==> src/sv/igcd_pkg.sv <==
// Shared constants and types of the central difference gradient block.
package igcd_pkg;

    localparam int MAX_WIDTH   = 1024;
    localparam int SAMPLE_BITS = 16;
    localparam int GRAD_W      = SAMPLE_BITS + 2;
    localparam int COL_W       = $clog2(MAX_WIDTH);
    localparam int ROW_W       = 16;
    localparam int LW_W        = $clog2(MAX_WIDTH + 1);
    localparam int FH_W        = 16;
    localparam int CFG_IDX_W   = 2;
    localparam int CFG_DATA_W  = (LW_W > FH_W) ? LW_W : FH_W;
    localparam int SLOT_W      = 2;
    localparam int MEM_DEPTH   = 3 * MAX_WIDTH;
    localparam int ADDR_W      = $clog2(MEM_DEPTH);
    localparam int RES_N       = 4;

    localparam logic [LW_W-1:0] LW_RESET = LW_W'(MAX_WIDTH);
    localparam logic [FH_W-1:0] FH_RESET = FH_W'(480);
    localparam logic [LW_W-1:0] LW_MIN   = LW_W'(2);
    localparam logic [FH_W-1:0] FH_MIN   = FH_W'(2);

    localparam logic [CFG_IDX_W-1:0] CFG_LINE_WIDTH   = CFG_IDX_W'(0);
    localparam logic [CFG_IDX_W-1:0] CFG_FRAME_HEIGHT = CFG_IDX_W'(1);

    typedef logic signed [SAMPLE_BITS-1:0] t_sample;

    // one column of the three newest rows
    typedef struct packed {
        t_sample up2;
        t_sample up1;
        t_sample cur;
    } t_col_vec;

    // position of an item and the edge flags derived from it
    typedef struct packed {
        logic [COL_W-1:0] col;
        logic [ROW_W-1:0] row;
        logic             col_nz;
        logic             col_one;
        logic             col_last;
        logic             row_nz;
        logic             row_one;
        logic             row_last;
    } t_pos;

endpackage

==> src/sv/igcd_emit.sv <==
// Result sequencer: column window, gradient arithmetic and output register.
module igcd_emit (
    input  logic                          i_clk,
    input  logic                          i_rst_n,
    input  logic                          i_s1_valid,
    input  igcd_pkg::t_pos                i_pos,
    input  igcd_pkg::t_col_vec            i_vec,
    input  logic                          i_stall,
    output logic                          o_done,
    output logic                          o_valid,
    output logic [igcd_pkg::GRAD_W-1:0]   o_grad_x,
    output logic [igcd_pkg::GRAD_W-1:0]   o_grad_y,
    output logic [igcd_pkg::COL_W-1:0]    o_out_column,
    output logic [igcd_pkg::ROW_W-1:0]    o_out_row,
    output logic                          o_last_of_run,
    output logic                          o_end_of_frame
);

    igcd_pkg::t_col_vec r_p1;
    igcd_pkg::t_col_vec r_p2;
    logic [igcd_pkg::RES_N-1:0] r_sent;
    logic [igcd_pkg::RES_N-1:0] n_sent;
    logic                       r_o_valid;

    logic [igcd_pkg::RES_N-1:0] pend_all;
    logic [igcd_pkg::RES_N-1:0] pending;
    logic [igcd_pkg::RES_N-1:0] sel_hot;
    logic [igcd_pkg::RES_N-1:0] rest;
    logic [1:0]                 sel;
    logic                       out_ready;
    logic                       emit;
    logic                       k_hi;
    logic                       q_cur;
    logic                       gx_two;
    logic                       gy_two;
    igcd_pkg::t_sample          gx_a;
    igcd_pkg::t_sample          gx_b;
    igcd_pkg::t_sample          gy_a;
    igcd_pkg::t_sample          gy_b;
    igcd_pkg::t_col_vec         vcol;
    logic signed [igcd_pkg::SAMPLE_BITS:0] dx;
    logic signed [igcd_pkg::SAMPLE_BITS:0] dy;
    logic [igcd_pkg::GRAD_W-1:0] gx;
    logic [igcd_pkg::GRAD_W-1:0] gy;
    logic [igcd_pkg::COL_W-1:0]  col_k;
    logic [igcd_pkg::ROW_W-1:0]  row_q;

    // order: (c-1, r-1), (c-1, r), (W-1, r-1), (W-1, r)
    assign pend_all[0] = i_pos.col_nz & i_pos.row_nz;
    assign pend_all[1] = i_pos.col_nz & i_pos.row_last;
    assign pend_all[2] = i_pos.col_last & i_pos.row_nz;
    assign pend_all[3] = i_pos.col_last & i_pos.row_last;
    assign pending     = pend_all & ~r_sent;

    always_comb begin
        priority if (pending[0]) begin
            sel = 2'd0;
        end else if (pending[1]) begin
            sel = 2'd1;
        end else if (pending[2]) begin
            sel = 2'd2;
        end else begin
            sel = 2'd3;
        end
    end

    assign sel_hot   = igcd_pkg::RES_N'(1) << sel;
    assign rest      = pending & ~sel_hot;
    assign out_ready = !r_o_valid || !i_stall;
    assign emit      = i_s1_valid && (pending != '0) && out_ready;
    assign o_done    = i_s1_valid && ((pending == '0) || ((rest == '0) && out_ready));

    assign k_hi  = sel[1];
    assign q_cur = sel[0];

    // horizontal: same row, columns around k
    assign gx_two = k_hi || i_pos.col_one;
    assign gx_a   = q_cur ? i_vec.cur : i_vec.up1;
    always_comb begin
        if (gx_two) begin
            gx_b = q_cur ? r_p1.cur : r_p1.up1;
        end else begin
            gx_b = q_cur ? r_p2.cur : r_p2.up1;
        end
    end

    // vertical: column k, rows around q
    assign vcol   = k_hi ? i_vec : r_p1;
    assign gy_two = q_cur || i_pos.row_one;
    assign gy_a   = vcol.cur;
    assign gy_b   = gy_two ? vcol.up1 : vcol.up2;

    assign dx = {gx_a[igcd_pkg::SAMPLE_BITS-1], gx_a} - {gx_b[igcd_pkg::SAMPLE_BITS-1], gx_b};
    assign dy = {gy_a[igcd_pkg::SAMPLE_BITS-1], gy_a} - {gy_b[igcd_pkg::SAMPLE_BITS-1], gy_b};
    assign gx = gx_two ? {dx, 1'b0} : {dx[igcd_pkg::SAMPLE_BITS], dx};
    assign gy = gy_two ? {dy, 1'b0} : {dy[igcd_pkg::SAMPLE_BITS], dy};

    assign col_k = k_hi ? i_pos.col : i_pos.col - igcd_pkg::COL_W'(1);
    assign row_q = q_cur ? i_pos.row : i_pos.row - igcd_pkg::ROW_W'(1);

    always_comb begin
        n_sent = r_sent;
        if (o_done) begin
            n_sent = '0;
        end else if (emit) begin
            n_sent = r_sent | sel_hot;
        end
    end

    always_ff @(posedge i_clk) begin
        if (!i_rst_n) begin
            r_sent    <= '0;
            r_o_valid <= 1'b0;
        end else begin
            r_sent    <= n_sent;
            r_o_valid <= emit || (r_o_valid && i_stall);
        end
    end

    always_ff @(posedge i_clk) begin
        if (o_done) begin
            r_p2 <= r_p1;
            r_p1 <= i_vec;
        end
        if (emit) begin
            o_grad_x       <= gx;
            o_grad_y       <= gy;
            o_out_column   <= col_k;
            o_out_row      <= row_q;
            o_last_of_run  <= (rest == '0);
            o_end_of_frame <= (sel == 2'd3);
        end
    end

    assign o_valid = r_o_valid;

endmodule

==> config.mk <==
export PLATFORM = sky130hd
export DESIGN_NAME = igcd_emit
export DESIGN_NICKNAME = d
export VERILOG_FILES = /design/src/sv/igcd_pkg.sv /design/src/sv/igcd_emit.sv
export SDC_FILE = /design/constraint.sdc
export NUM_CORES = 1
export LEC_CHECK = 0
export ABC_AREA = 1
export BUFFER_PORTS_ARGS = -buffer_cell sky130_fd_sc_hd__buf_2
export CELL_PAD_IN_SITES_DETAIL_PLACEMENT = 1
export CELL_PAD_IN_SITES_GLOBAL_PLACEMENT = 1
export CORE_ASPECT_RATIO = 1.5
export CORE_MARGIN = 4
export CORE_UTILIZATION = 35
export DETAILED_ROUTE_END_ITERATION = 10
export PLACE_DENSITY_LB_ADDON = 0.1
export REMOVE_ABC_BUFFERS = 1
export SLEW_MARGIN = 20
export SYNTH_ARGS = -nofsm -noshare
export SYNTH_HDL_FRONTEND = slang
export SYNTH_SLANG_ARGS = --single-unit
==> constraint.sdc <==
create_clock -name i_clk -period 7.8 [get_ports i_clk]
set_input_delay 2.34 -clock i_clk [delete_from_list [all_inputs] [get_ports i_clk]]
set_output_delay 2.34 -clock i_clk [all_outputs]
set_load 0.03 [all_outputs]
; Word-level counts from Yosys, hierarchy flattened
; Cells that the tools add are included.
[totals]
register_bits = 149
in_bits = 84
word_cells = 60
[classes]
add_sub_neg = 4
n_eq_ne = 1
shifts = 1
mux = 13
bitwise = 10
n_reduce_logical = 16
[op_table]
columns = op, count
row1 = two-way mux 16 bit, 6
row2 = two-way mux 48 bit, 1
row3 = two-way mux 17 bit, 2
row4 = subtractor 16 x 16 -> 17 bit, 2
row5 = "subtractor 16 x 1 -> 16 bit, second input constant", 1
row6 = two-way mux 10 bit, 1
row7 = "subtractor 10 x 1 -> 10 bit, second input constant", 1
row8 = bitwise AND 4 bit, 2
row9 = zero test 4 bit, 2
row10 = NOT 4 bit, 2
row11 = logical AND 1 bit, 5
row12 = logical OR 1 bit, 5
row13 = bitwise AND 1 bit, 4
row14 = two-way mux 2 bit, 2
row15 = bitwise OR 4 bit, 1
row16 = nonzero test 4 bit, 1
row17 = "<< shifter 1 x 2 -> 4 bit, first input constant", 1
row18 = "equality test 2 bit, second input constant", 1
row19 = zero test 1 bit, 2
row20 = OR reduction 2 bit, 1
row21 = two-way mux 1 bit, 1
row22 = NOT 1 bit, 1

; Longest topological paths before layout
; Gate-level depths: netlist of run 1.
[depth]
word_depth = 13
ltp_mapped = 21
ltp_nobuf = 20

; Worst setup path before layout of run 1
; OpenSTA, ideal clock, no wires.
[synth_path]
path_type = input port to output port
from = in i_pos[5] (netlist bit)
to = out o_done
arrival_ps = 4671
required_ps = 5460
path_slack_ps = 789
path_stages = 8
path_buffers = 1
cell_sequence = nand3_2 > nand2_2 > buf_4 > nand3_1 > nand3_1 > nand2_1 > nand2_1 > inv_1
[synth_between]
elab_chain_cells = 11
elab_cells_between_ends = 13
classes_between = shift (1) / mux (2) / bitwise (5) / reduce/logical (5)
[synth_lines]
columns = element, line_no
row1 = start: declaration, igcd_emit.sv:6  ; input igcd_pkg::t_pos i_pos,
row2 = bitwise AND 1 bit, igcd_emit.sv:50  ; assign pend_all[1] = i_pos.col_nz & i_pos.row_last;
row3 = bitwise AND 4 bit *, igcd_emit.sv:53  ; assign pending = pend_all & ~r_sent;
row4 = two-way mux 2 bit, igcd_emit.sv:58  ; end else if (pending[1]) begin
row5 = two-way mux 2 bit, igcd_emit.sv:56  ; priority if (pending[0]) begin
row6 = << shifter 1 x 2 -> 4 bit, igcd_emit.sv:67  ; assign sel_hot = igcd_pkg::RES_N'(1) << sel;
row7 = NOT 4 bit, igcd_emit.sv:68  ; assign rest = pending & ~sel_hot;
row8 = bitwise AND 4 bit, igcd_emit.sv:68
row9 = zero test 4 bit, igcd_emit.sv:71  ; assign o_done = i_s1_valid && ((pending == '0) || ((rest == '0) && out_ready));
row10 = logical AND 1 bit, igcd_emit.sv:71
row11 = logical OR 1 bit *, igcd_emit.sv:71
row12 = logical AND 1 bit *, igcd_emit.sv:71
row13 = end: declaration, igcd_emit.sv:9  ; output logic o_done,
; Mark *: on every way between the ends. The rest lies on a longest branch, timed or not.

; Worst setup path after layout of run 1
[layout_path]
from = in i_pos[2] (netlist bit)
to = out o_done
[layout_between]
elab_chain_cells = 12
elab_cells_between_ends = 14
classes_between = shift (1) / mux (3) / bitwise (5) / reduce/logical (5)
[layout_lines]
columns = element, line_no
row1 = bitwise AND 1 bit, igcd_emit.sv:51  ; assign pend_all[2] = i_pos.col_last & i_pos.row_nz;
row2 = bitwise AND 4 bit *, igcd_emit.sv:53
row3 = two-way mux 1 bit, igcd_emit.sv:60  ; end else if (pending[2]) begin
row4 = two-way mux 2 bit, igcd_emit.sv:58
row5 = two-way mux 2 bit, igcd_emit.sv:56
row6 = << shifter 1 x 2 -> 4 bit, igcd_emit.sv:67
row7 = NOT 4 bit, igcd_emit.sv:68
row8 = bitwise AND 4 bit, igcd_emit.sv:68
row9 = zero test 4 bit, igcd_emit.sv:71
row10 = logical AND 1 bit, igcd_emit.sv:71
row11 = logical OR 1 bit *, igcd_emit.sv:71
row12 = logical AND 1 bit *, igcd_emit.sv:71
; Marked as above.

==> results of run 1 <==
## metrics by stage
stage               setup slack, ns  hold slack [ns]  total power, W
floorplan                   -0.0278            0.426         0.00161
CTS                            1.53            0.451         0.00270
global route                   1.38            0.455         0.00284
finish                         1.58            0.451         0.00265
global placement               1.57            0.431         0.00185
detailed placement             1.53            0.436         0.00186
## cell usage in the layout (no fill, tap or decap), types with 8 or more instances in the layout
cell type,count
nand2_1,371
inv_1,150
buf_2,149
edfxtp_1,144
o21ai_0,92
nor2_1,88
nand3_1,79
ha_1,34
a21oi_1,30
xor2_1,23
o21ai_1,22
clkbuf_16,20
a22o_1,14
nor3_1,9
or2_2,8
buf_4,8
## registers in the layout, summed over array words and instances (netlist names)
| name | count |
|---|---|
| o_last_of_run | 1 |
| o_grad_y | 18 |
| r_p1 | 48 |
| o_out_column | 10 |
| o_out_row | 16 |
| r_sent | 4 |
| o_grad_x | 18 |
| o_end_of_frame | 1 |
| o_valid | 1 |
| r_p2 | 32 |
## worst max path at each step
stage	startpoint	end	slack (ns)	depth (start not counted)
floorplan	i_pos[5]	o_done	-0.03	7
global placement	i_pos[2]	o_done	1.57	9
detailed placement	i_pos[2]	o_done	1.53	9
CTS	i_pos[2]	o_done	1.53	9
global route	i_pos[5]	o_done	1.38	9
finish	i_pos[2]	o_done	1.58	9
## critical path, stage by stage
cell and delay (ns):
buf_2 0.11, nand3_2 0.15, nand3_1 0.17, nand2_1 0.09, nand3_1 0.09, nand2_1 0.05, nand2_1 0.09, clkinv_2 0.42
buf_2 0.36
## cells in the mapped netlist, types with 2 or more instances
library cell	instances
a21oi_1	30
a22o_1	14
and2_1	6
buf_2	12
buf_4	5
buf_6	9
clkbuf_1	8
dfxtp_1	5
edfxtp_1	144
fa_1	2
ha_1	34
inv_1	152
inv_2	2
mux2i_1	2
nand2_1	371
nand2_2	2
nand3_1	79
nand3_2	3
nand4_1	6
nor2_1	88
nor3_1	9
nor3_2	2
o211ai_1	2
o21ai_0	92
o21ai_1	22
or2_2	8
xnor2_1	6
xor2_1	23
## layer usage
metal / up-vias / track usage / share of wire / wire length [um]
li1: 4024 / - / - / -
met1: 3747 / 0.199 / 0.41 / 10300
met2: 134 / 0.335 / 0.54 / 13700
met3: 36 / 0.0272 / 0.033 / 838
met4: 0 / 0.0649 / 0.024 / 614
met5: - / 0 / 0 / 0
## final cells by class
class                   instances  area [um^2]  share of cell area
repair buffers                157          806              0.0744
multi-input cells             806         4000               0.369
clock buffers                  24          536              0.0494
inverters                     156          589              0.0544
clock inverters                 8         60.1             0.00555
well taps                     333          417              0.0385
flip-flops and latches        149         4420               0.409
## logic make-up (layout without fill, tap and decap cells)
kind of cell	Yosys count	after routing	synth area share
XOR/XNOR	29	29	0.0275
flip-flops	149	149	0.479
adder cells (fa/ha/maj)	36	36	0.0503
buffers and inverters	191	345	0.0889
multiplexers	2	2	0.00217
AND/OR/NAND/NOR	576	576	0.257
AO/OA/AOI/OAI	163	163	0.0954
## power by group
group	switching, W	internal (W)
Combinational	0.000557	0.000256
Sequential	0.0000237	0.000994
Clock	0.000340	0.000483
Total	0.000920	0.00173
==> impl_metrics.json, run 1 <==
{
  "yosys_warnings": 0,
  "synthesis.area_um2": 9250,
  "grt-ovfl-total": 0,
  "die_height_um": 207,
  "synth_top_area_frac": 0.468,
  "place_inst": 1601,
  "cts_tree": "built",
  "fp.dieW_um": 141,
  "synth-seq-area-share": 0.479,
  "synth.distinct_cells": 36,
  "hold_viol": 0,
  "wl_mm": 25.5,
  "syn_to_final_growth_pct": 17.1,
  "period_share": 0.797,
  "max_freq_mhz": 161,
  "relSlewSlack": 0.406,
  "synthTopCellsByArea": "edfxtp_1 (47%), nand2_1 (15%), inv_1 (6.2%)",
  "vias_per_cell": 4.86,
  "min_path_cells": 0,
  "worst_pin_slew_ns": 0.891,
  "final_util": 0.417,
  "cp-start-kind": "input pin",
  "cts_root_buf": "clkbuf_16",
  "grt_max_degree": 83,
  "status": "complete, no violations",
  "dpl_cell_area_um2": 10200,
  "grt_pass1_vias": 8405,
  "rsz0062_at_grt": "false",
  "core_um2": 25900,
  "setup_viol": 0,
  "cts.clk_slew.worst_paths_ns": 0.06,
  "routedWlPerCell_um": 15.6,
  "worstPathMaxFanout": 27,
  "cts_buffer_depth": 2,
  "ioPinCount": 150,
  "end_kind": "primary output",
  "cts.sinks": 149,
  "antenna_cells": 0,
  "finalSetupTns_ns": 0,
  "place_hpwl_mm": 19.5,
  "drv_slew": 0,
  "drv_cap": 0,
  "synth_top_area_cell": "edfxtp_1",
  "ir_drop_uv": 158,
  "timing.rr.start": "r_sent[0]$_SDFFE_PP0P_",
  "nFillCells": 3229,
  "drtIter0Drc": 341,
  "dieArea_um2": 29100,
  "worstRegToRegCells": 18,
  "crit_arrival_ns": 3.88,
  "track_usage": 0.178,
  "drive_gt1_frac": 0.161,
  "skew_ns": 0.0104,
  "rrSetupSlack_ns": 3.71,
  "post_cts_buffers": 0,
  "power_leakage_nw": 5.10,
  "synth_edf_count": 144,
  "finalNonFillerCells": 1633,
  "async_flop_share": 0,
  "p_per_area_nw_per_um2": 245,
  "antenna_found_initial": 0,
  "cts_resized": 0,
  "design_area_um2": 10800,
  "worstHoldStart": "r_p1[22]$_DFFE_PP_",
  "start_util": 0.356,
  "ys_seq_elements": 149,
  "required_ns": 5.46,
  "cts.hold.buffers_added": 0,
  "rr_endpoint": "o_grad_x[8]$_DFFE_PP_",
  "whs_endpoint": "r_p2[22]$_DFFE_PP_",
  "insertion_delay_ns": 0.43,
  "port_buffers": 149,
  "antenna_left": 0,
  "layout_min_cycle_time_ns": 6.22,
  "synthFlopType": "edfxtp_1",
  "syn-instance-count": 1146,
  "num_vias": 7941,
  "gp_congestion": 0.795,
  "cts_made_buffers": 17,
  "drc": 0,
  "htreeDepth": 4,
  "finish.net_count": 1407,
  "rows": 72,
  "dr.pass1.iters": 4,
  "worst-setup-path-type": "input pin to primary output",
  "grt_pass1_wl_mm": 41.4,
  "synth_area_per_cell_um2": 8.07,
  "hold_path_class": "register to register"
}
No activity file was read; power rests on OpenSTA's default activity.
==> run 2: changes to the inputs <==
--- a/config.mk
+++ b/config.mk
@@ -5,7 +5,7 @@
 export SDC_FILE = /design/constraint.sdc
 export NUM_CORES = 1
 export LEC_CHECK = 0
-export ABC_AREA = 1
+export ABC_AREA = 0
 export BUFFER_PORTS_ARGS = -buffer_cell sky130_fd_sc_hd__buf_2
 export CELL_PAD_IN_SITES_DETAIL_PLACEMENT = 1
 export CELL_PAD_IN_SITES_GLOBAL_PLACEMENT = 1
==> constraint.sdc (replaced) <==
create_clock -name i_clk -period 5.47 [get_ports i_clk]
set_input_delay 1.641 -clock i_clk [delete_from_list [all_inputs] [get_ports i_clk]]
set_output_delay 1.641 -clock i_clk [all_outputs]
set_load 0.03 [all_outputs]
==> impl_metrics.json, run 2 <==
{
  "cts_made_buffers": 17,
  "track_usage": 0.178,
  "skew_ns": 0.00975,
  "synthFlopType": "edfxtp_1",
  "post_cts_buffers": 0,
  "dpl_cell_area_um2": 9570,
  "met2_usage": 0.333,
  "place_hpwl_mm": 17.6,
  "synth_area_per_cell_um2": 12.3,
  "drive_gt1_frac": 0.306,
  "rsz0062_at_grt": "false",
  "cpMostUsedCell": "o31a_1",
  "dieArea_um2": 26400,
  "drtIter0Drc": 293,
  "layout_commonest_cell": "buf_2",
  "cp-startpoint": "i_pos[5]",
  "regMostFlops": "r_p1",
  "max_freq_mhz": 198,
  "worstHoldStart": "r_p1[8]$_DFFE_PP_",
  "ys_seq_elements": 149,
  "htreeDepth": 4,
  "syn_to_final_growth_pct": 21.7,
  "path_cells": "buf_2, and3b_1, o32ai_4, nand3b_1, buf_4, mux4_2, inv_1, ha_1, o21a_1, o31a_1, o31a_1, a211oi_1, o211ai_1, o211a_1",
  "use_met1": 0.200,
  "period_share": 0.923,
  "largest_reg_flops": 48,
  "yosysMostFrequentCell": "edfxtp_1",
  "dr.pass1.iters": 4,
  "cts_root_buf": "clkbuf_16",
  "cts_resized": 0,
  "setup_viol": 0,
  "end_kind": "register",
  "cts.clk_slew.worst_paths_ns": 0.06,
  "power_leakage_nw": 4.12,
  "fp.dieW_um": 134,
  "antenna_found_initial": 0,
  "antenna_left": 0,
  "vias_per_cell": 5.19,
  "drv_cap": 0,
  "grt_pass1_wl_mm": 36.4,
  "crit_buf_inv": 3,
  "die_height_um": 197,
  "worst-setup-path-type": "input pin to register",
  "synthTopCellsByArea": "edfxtp_1 (52%), mux4_2 (8.6%), ha_1 (5.1%)",
  "start_util": 0.359,
  "cts_buffer_depth": 2,
  "cp-start-kind": "input pin",
  "worst_pin_slew_ns": 0.950,
  "wl_mm": 23.1,
  "cts.sinks": 149,
  "status": "complete, no violations",
  "finish.net_count": 964,
  "reg_top3": "r_p1 (48), r_p2 (32)",
  "synthesis.area_um2": 8340,
  "core_um2": 23200,
  "cp_top_family": "compound AO/OA/AOI/OAI gates",
  "slowest_stage": "a211oi_1",
  "timing.rr.start": "r_sent[1]$_SDFFE_PP0P_",
  "drv_slew": 0,
  "cts.hold.buffers_added": 0,
  "synth-seq-area-share": 0.530,
  "grt_pass1_vias": 6678,
  "place_inst": 1140,
  "finalNonFillerCells": 1172,
  "hold_viol": 0,
  "synth_edf_count": 144,
  "p_total_w": 0.00359,
  "grt_util_met3": 0.0364,
  "rows": 68,
  "synth_top_area_cell": "edfxtp_1",
  "crit_arrival_ns": 5.23,
  "p_per_area_nw_per_um2": 354,
  "insertion_delay_ns": 0.43,
  "routedWlPerCell_um": 19.7,
  "async_flop_share": 0,
  "required_ns": 5.65,
  "port_buffers": 149,
  "grt_max_degree": 55,
  "grt-busiest-layer": "met2",
  "synthTopCellsByCount": "edfxtp_1 (144), nand2_1 (91), inv_1 (43), nor2_1 (39), ha_1 (34)",
  "ioPinCount": 150,
  "grt-ovfl-total": 0,
  "layout_min_cycle_time_ns": 5.05,
  "synth_top_area_frac": 0.518,
  "critPathMaxStageDelay_ns": 0.52,
  "cts_tree": "built",
  "num_vias": 6088,
  "worstPathMaxFanout": 40,
  "syn-instance-count": 680,
  "hold_path_class": "register to register",
  "drc": 0,
  "gp_congestion": 0.857,
  "most-common-layout-cells": "buf_2 (149), edfxtp_1 (144), nand2_1 (91)",
  "yosys_warnings": 0,
  "ir_drop_uv": 219,
  "design_area_um2": 10200,
  "synth.distinct_cells": 57,
  "relSlewSlack": 0.366
}
[run 2: cell types whose count changed after synthesis, moves of 16 or more]
cell,change
inv_1,-109
mux4_2,+32
nand3_1,-70
nand2_1,-280
mux2_2,+16
o21ai_1,-22
o21ai_0,-60
nor2_1,-49
[run 2: path summary, 6_finish.rpt]
check,end,slack [ns],cells past startpoint
worst max register to register,o_grad_y[16]$_DFFE_PP_,1.41,13
worst max-delay path,o_grad_y[16]$_DFFE_PP_,0.42,14
worst min-delay path,r_p2[8]$_DFFE_PP_,0.48,0
worst min register to register,r_p2[8]$_DFFE_PP_,0.48,0
[run 2: final cells by class]
| class | count | area, um^2 |
|---|---|---|
| Fill cell | 2521 | 13100 |
| Sequential cell | 149 | 4420 |
| Multi-Input combinational cell | 467 | 3690 |
| Timing Repair Buffer | 166 | 898 |
| Clock buffer | 17 | 425 |
| Tap cell | 315 | 394 |
| Inverter | 43 | 163 |
| Clock inverter | 13 | 150 |
| Antenna cell | 2 | 5.00 |
[run 2: cells by family after synthesis]
group           share of synthesized area
compound gates                      0.101
xor+xnor                           0.0431
fa+ha+maj                          0.0558
buf+inv                            0.0299
flops                               0.530
mux                                 0.122
simple gates                        0.117
[run 2: power breakdown]
| group | leakage [nW] | internal [W] | switching, W |
|---|---|---|---|
| combinational | 2.44 | 0.000368 | 0.000612 |
| sequential | 1.41 | 0.00141 | 0.0000353 |
| clock | 0.266 | 0.000674 | 0.000495 |
[run 2: through the flow]
stage               setup WS [ns]  hold WS (ns)  TNS (ns)  utilization
global placement            0.136         0.454         0        0.412
finish                      0.421         0.485         0        0.437
global route                0.149         0.489         0        0.437
CTS                         0.407         0.485         0        0.437
detailed placement        -0.0170         0.470   -0.0324        0.412
floorplan                  -0.336         0.428    -21.24            -
[run 2: metal layers]
metal | routed length, um | part of all wire | vias to the layer above
met1 | 9020 | 0.39 | 3030
met3 | 1150 | 0.050 | 31
li1 | - | - | 2878
met5 | 0 | 0 | -
met4 | 502 | 0.022 | 0
met2 | 12400 | 0.54 | 149
[run 2: worst reg2reg max path, stage by stage, from the launching register on]
cell and delay, ns:
dfxtp_1 0.35, and3b_1 0.24, o32ai_4 0.32, nand3b_1 0.33, buf_4 0.38, mux4_2 0.35
inv_1 0.07, ha_1 0.28, o21a_1 0.22, o31a_1 0.13, o31a_1 0.34, a211oi_1 0.52
o211ai_1 0.14, o211a_1 0.15
==> run 3: changes to the inputs <==
--- a/config.mk
+++ b/config.mk
@@ -13,7 +13,7 @@
 export CORE_MARGIN = 4
 export CORE_UTILIZATION = 35
 export DETAILED_ROUTE_END_ITERATION = 10
-export PLACE_DENSITY_LB_ADDON = 0.1
+export PLACE_DENSITY = 0.76
 export REMOVE_ABC_BUFFERS = 1
 export SLEW_MARGIN = 20
 export SYNTH_ARGS = -nofsm -noshare
==> impl_metrics.json, run 3 (synthesized netlist as in run 2, its figures left out) <==
{
  "cts.hold.buffers_added": 0,
  "crit_buf_inv": 2,
  "cp-start-kind": "input pin",
  "place_inst": 1139,
  "relSlewSlack": 0.335,
  "ff_latch_area_um2": 4420,
  "drtIter0Drc": 334,
  "layout_min_cycle_time_ns": 4.95,
  "place_hpwl_mm": 17.6,
  "max_freq_mhz": 202,
  "ioPinCount": 150,
  "rsz0062_at_grt": "false",
  "dr.pass1.iters": 5,
  "dieArea_um2": 26400,
  "skew_ns": 0.0110,
  "hold_viol": 0,
  "path_cells": "buf_2, and3b_1, o32ai_4, nand3b_1, mux4_2, ha_1, inv_1, fa_1, a211oi_1, o21ai_0, a21o_1, a221o_1, o21ai_0, o211a_1",
  "worst_pin_slew_ns": 0.997,
  "finish.net_count": 963,
  "insertion_delay_ns": 0.42,
  "drive_gt1_frac": 0.301,
  "power_leakage_nw": 4.14,
  "end_kind": "register",
  "most-common-layout-cells": "buf_2 (149), edfxtp_1 (144), nand2_1 (91)",
  "antenna_found_initial": 0,
  "grt_max_degree": 79,
  "rrSetupSlack_ns": 1.50,
  "grt-ovfl-total": 0,
  "cts_root_buf": "clkbuf_16",
  "finalNonFillerCells": 1169,
  "num_vias": 6167,
  "cp_top_family": "compound AO/OA/AOI/OAI gates",
  "antenna_left": 0,
  "htreeDepth": 4,
  "grt_pass1_wl_mm": 35.8,
  "drv_slew": 0,
  "period_share": 0.905,
  "rows": 68,
  "post_cts_buffers": 0,
  "cts_tree": "built",
  "drv_cap": 0,
  "hold_path_class": "register to register",
  "nFillCells": 2549,
  "fp.dieW_um": 134,
  "cts_buffer_depth": 2,
  "regMostFlops": "r_p1",
  "setup_viol": 0,
  "wl_mm": 23.0,
  "antenna_cells": 0,
  "p_per_area_nw_per_um2": 353,
  "core_um2": 23200,
  "multi_input_area_um2": 3690,
  "vias_per_cell": 5.28,
  "cts.clk_slew.worst_paths_ns": 0.06,
  "ir_drop_uv": 222,
  "slowest_stage": "fa_1",
  "place_ws_ns": 0.101,
  "port_buffers": 149,
  "gp_congestion": 0.838,
  "syn_to_final_growth_pct": 21.6,
  "reg_top3": "r_p1 (48), r_p2 (32)",
  "start_util": 0.359,
  "die_height_um": 197,
  "required_ns": 5.76,
  "layout_commonest_cell": "buf_2",
  "drc": 0,
  "status": "complete, no violations",
  "crit_arrival_ns": 5.24,
  "worst-setup-path-type": "input pin to register",
  "routedWlPerCell_um": 19.7,
  "largest_reg_flops": 48,
  "worstPathMaxFanout": 7,
  "grt_pass1_vias": 6633,
  "cts_made_buffers": 17,
  "cpMostUsedCell": "o21ai_0",
  "cts.sinks": 149,
  "setup_slack_ns": 0.517,
  "critPathMaxStageDelay_ns": 0.42,
  "cts_resized": 0,
  "track_usage": 0.175
}
## run 3: changes by cell type in the layout (fill, tap and decap cells not counted), moves of 2 or more
cell	previous run	this run
clkinv_2	1	5
clkbuf_1	0	2
clkinvlp_4	5	0
buf_4	15	13
inv_6	6	0
diode_2	2	0
clkinv_4	0	2
## run 3: report_power, final
group | switching [W] | internal [W] | leakage (nW) | total (W)
Sequential | 0.0000398 | 0.00141 | 1.41 | 0.00145
Combinational | 0.000599 | 0.000365 | 2.44 | 0.000965
Clock | 0.000461 | 0.000708 | 0.284 | 0.00117
Total | 0.00110 | 0.00248 | 4.14 | 0.00358
## run 3: worst min-delay path, stage by stage (launching register included)
cell and delay [ns]:
dfxtp_1 0.32, a21oi_1 0.04, nor2_1 0.07
## run 3: area by class of cell
cell class / instances / area share
flip-flops and latches: 149 / 0.436
clock buffers: 19 / 0.0427
inverters: 43 / 0.0159
multi-input cells: 467 / 0.364
well taps: 315 / 0.0389
repair buffers: 165 / 0.0891
clock inverters: 11 / 0.0134
## run 3: path summary, 6_finish.rpt
path,startpoint,end,cells after the start
min,r_sent[3]$_SDFFE_PP0P_,r_sent[3]$_SDFFE_PP0P_,2
max,i_pos[5],o_grad_y[16]$_DFFE_PP_,14
min reg2reg,r_sent[3]$_SDFFE_PP0P_,r_sent[3]$_SDFFE_PP0P_,2
max reg2reg,r_sent[1]$_SDFFE_PP0P_,o_grad_y[16]$_DFFE_PP_,13
## run 3: layer usage
layer | wire length (um) | global-route usage
met1 | 8930 | 0.202
met2 | 12300 | 0.326
met3 | 1320 | 0.0331
met4 | 422 | 0.0536
met5 | 0 | 0
## run 3: through the flow
stage                     total power [W]  hold WS, ns  utilization  cell area, um^2  setup TNS [ns]
after floorplan                   0.00215        0.428            -             8250          -21.24
after global placement            0.00242        0.458        0.412             9570               0
after detailed placement          0.00244        0.456        0.412             9570               0
after CTS                         0.00363        0.472        0.437            10100               0
after global routing              0.00377        0.494        0.437            10100               0
final                             0.00358        0.466        0.437            10100               0
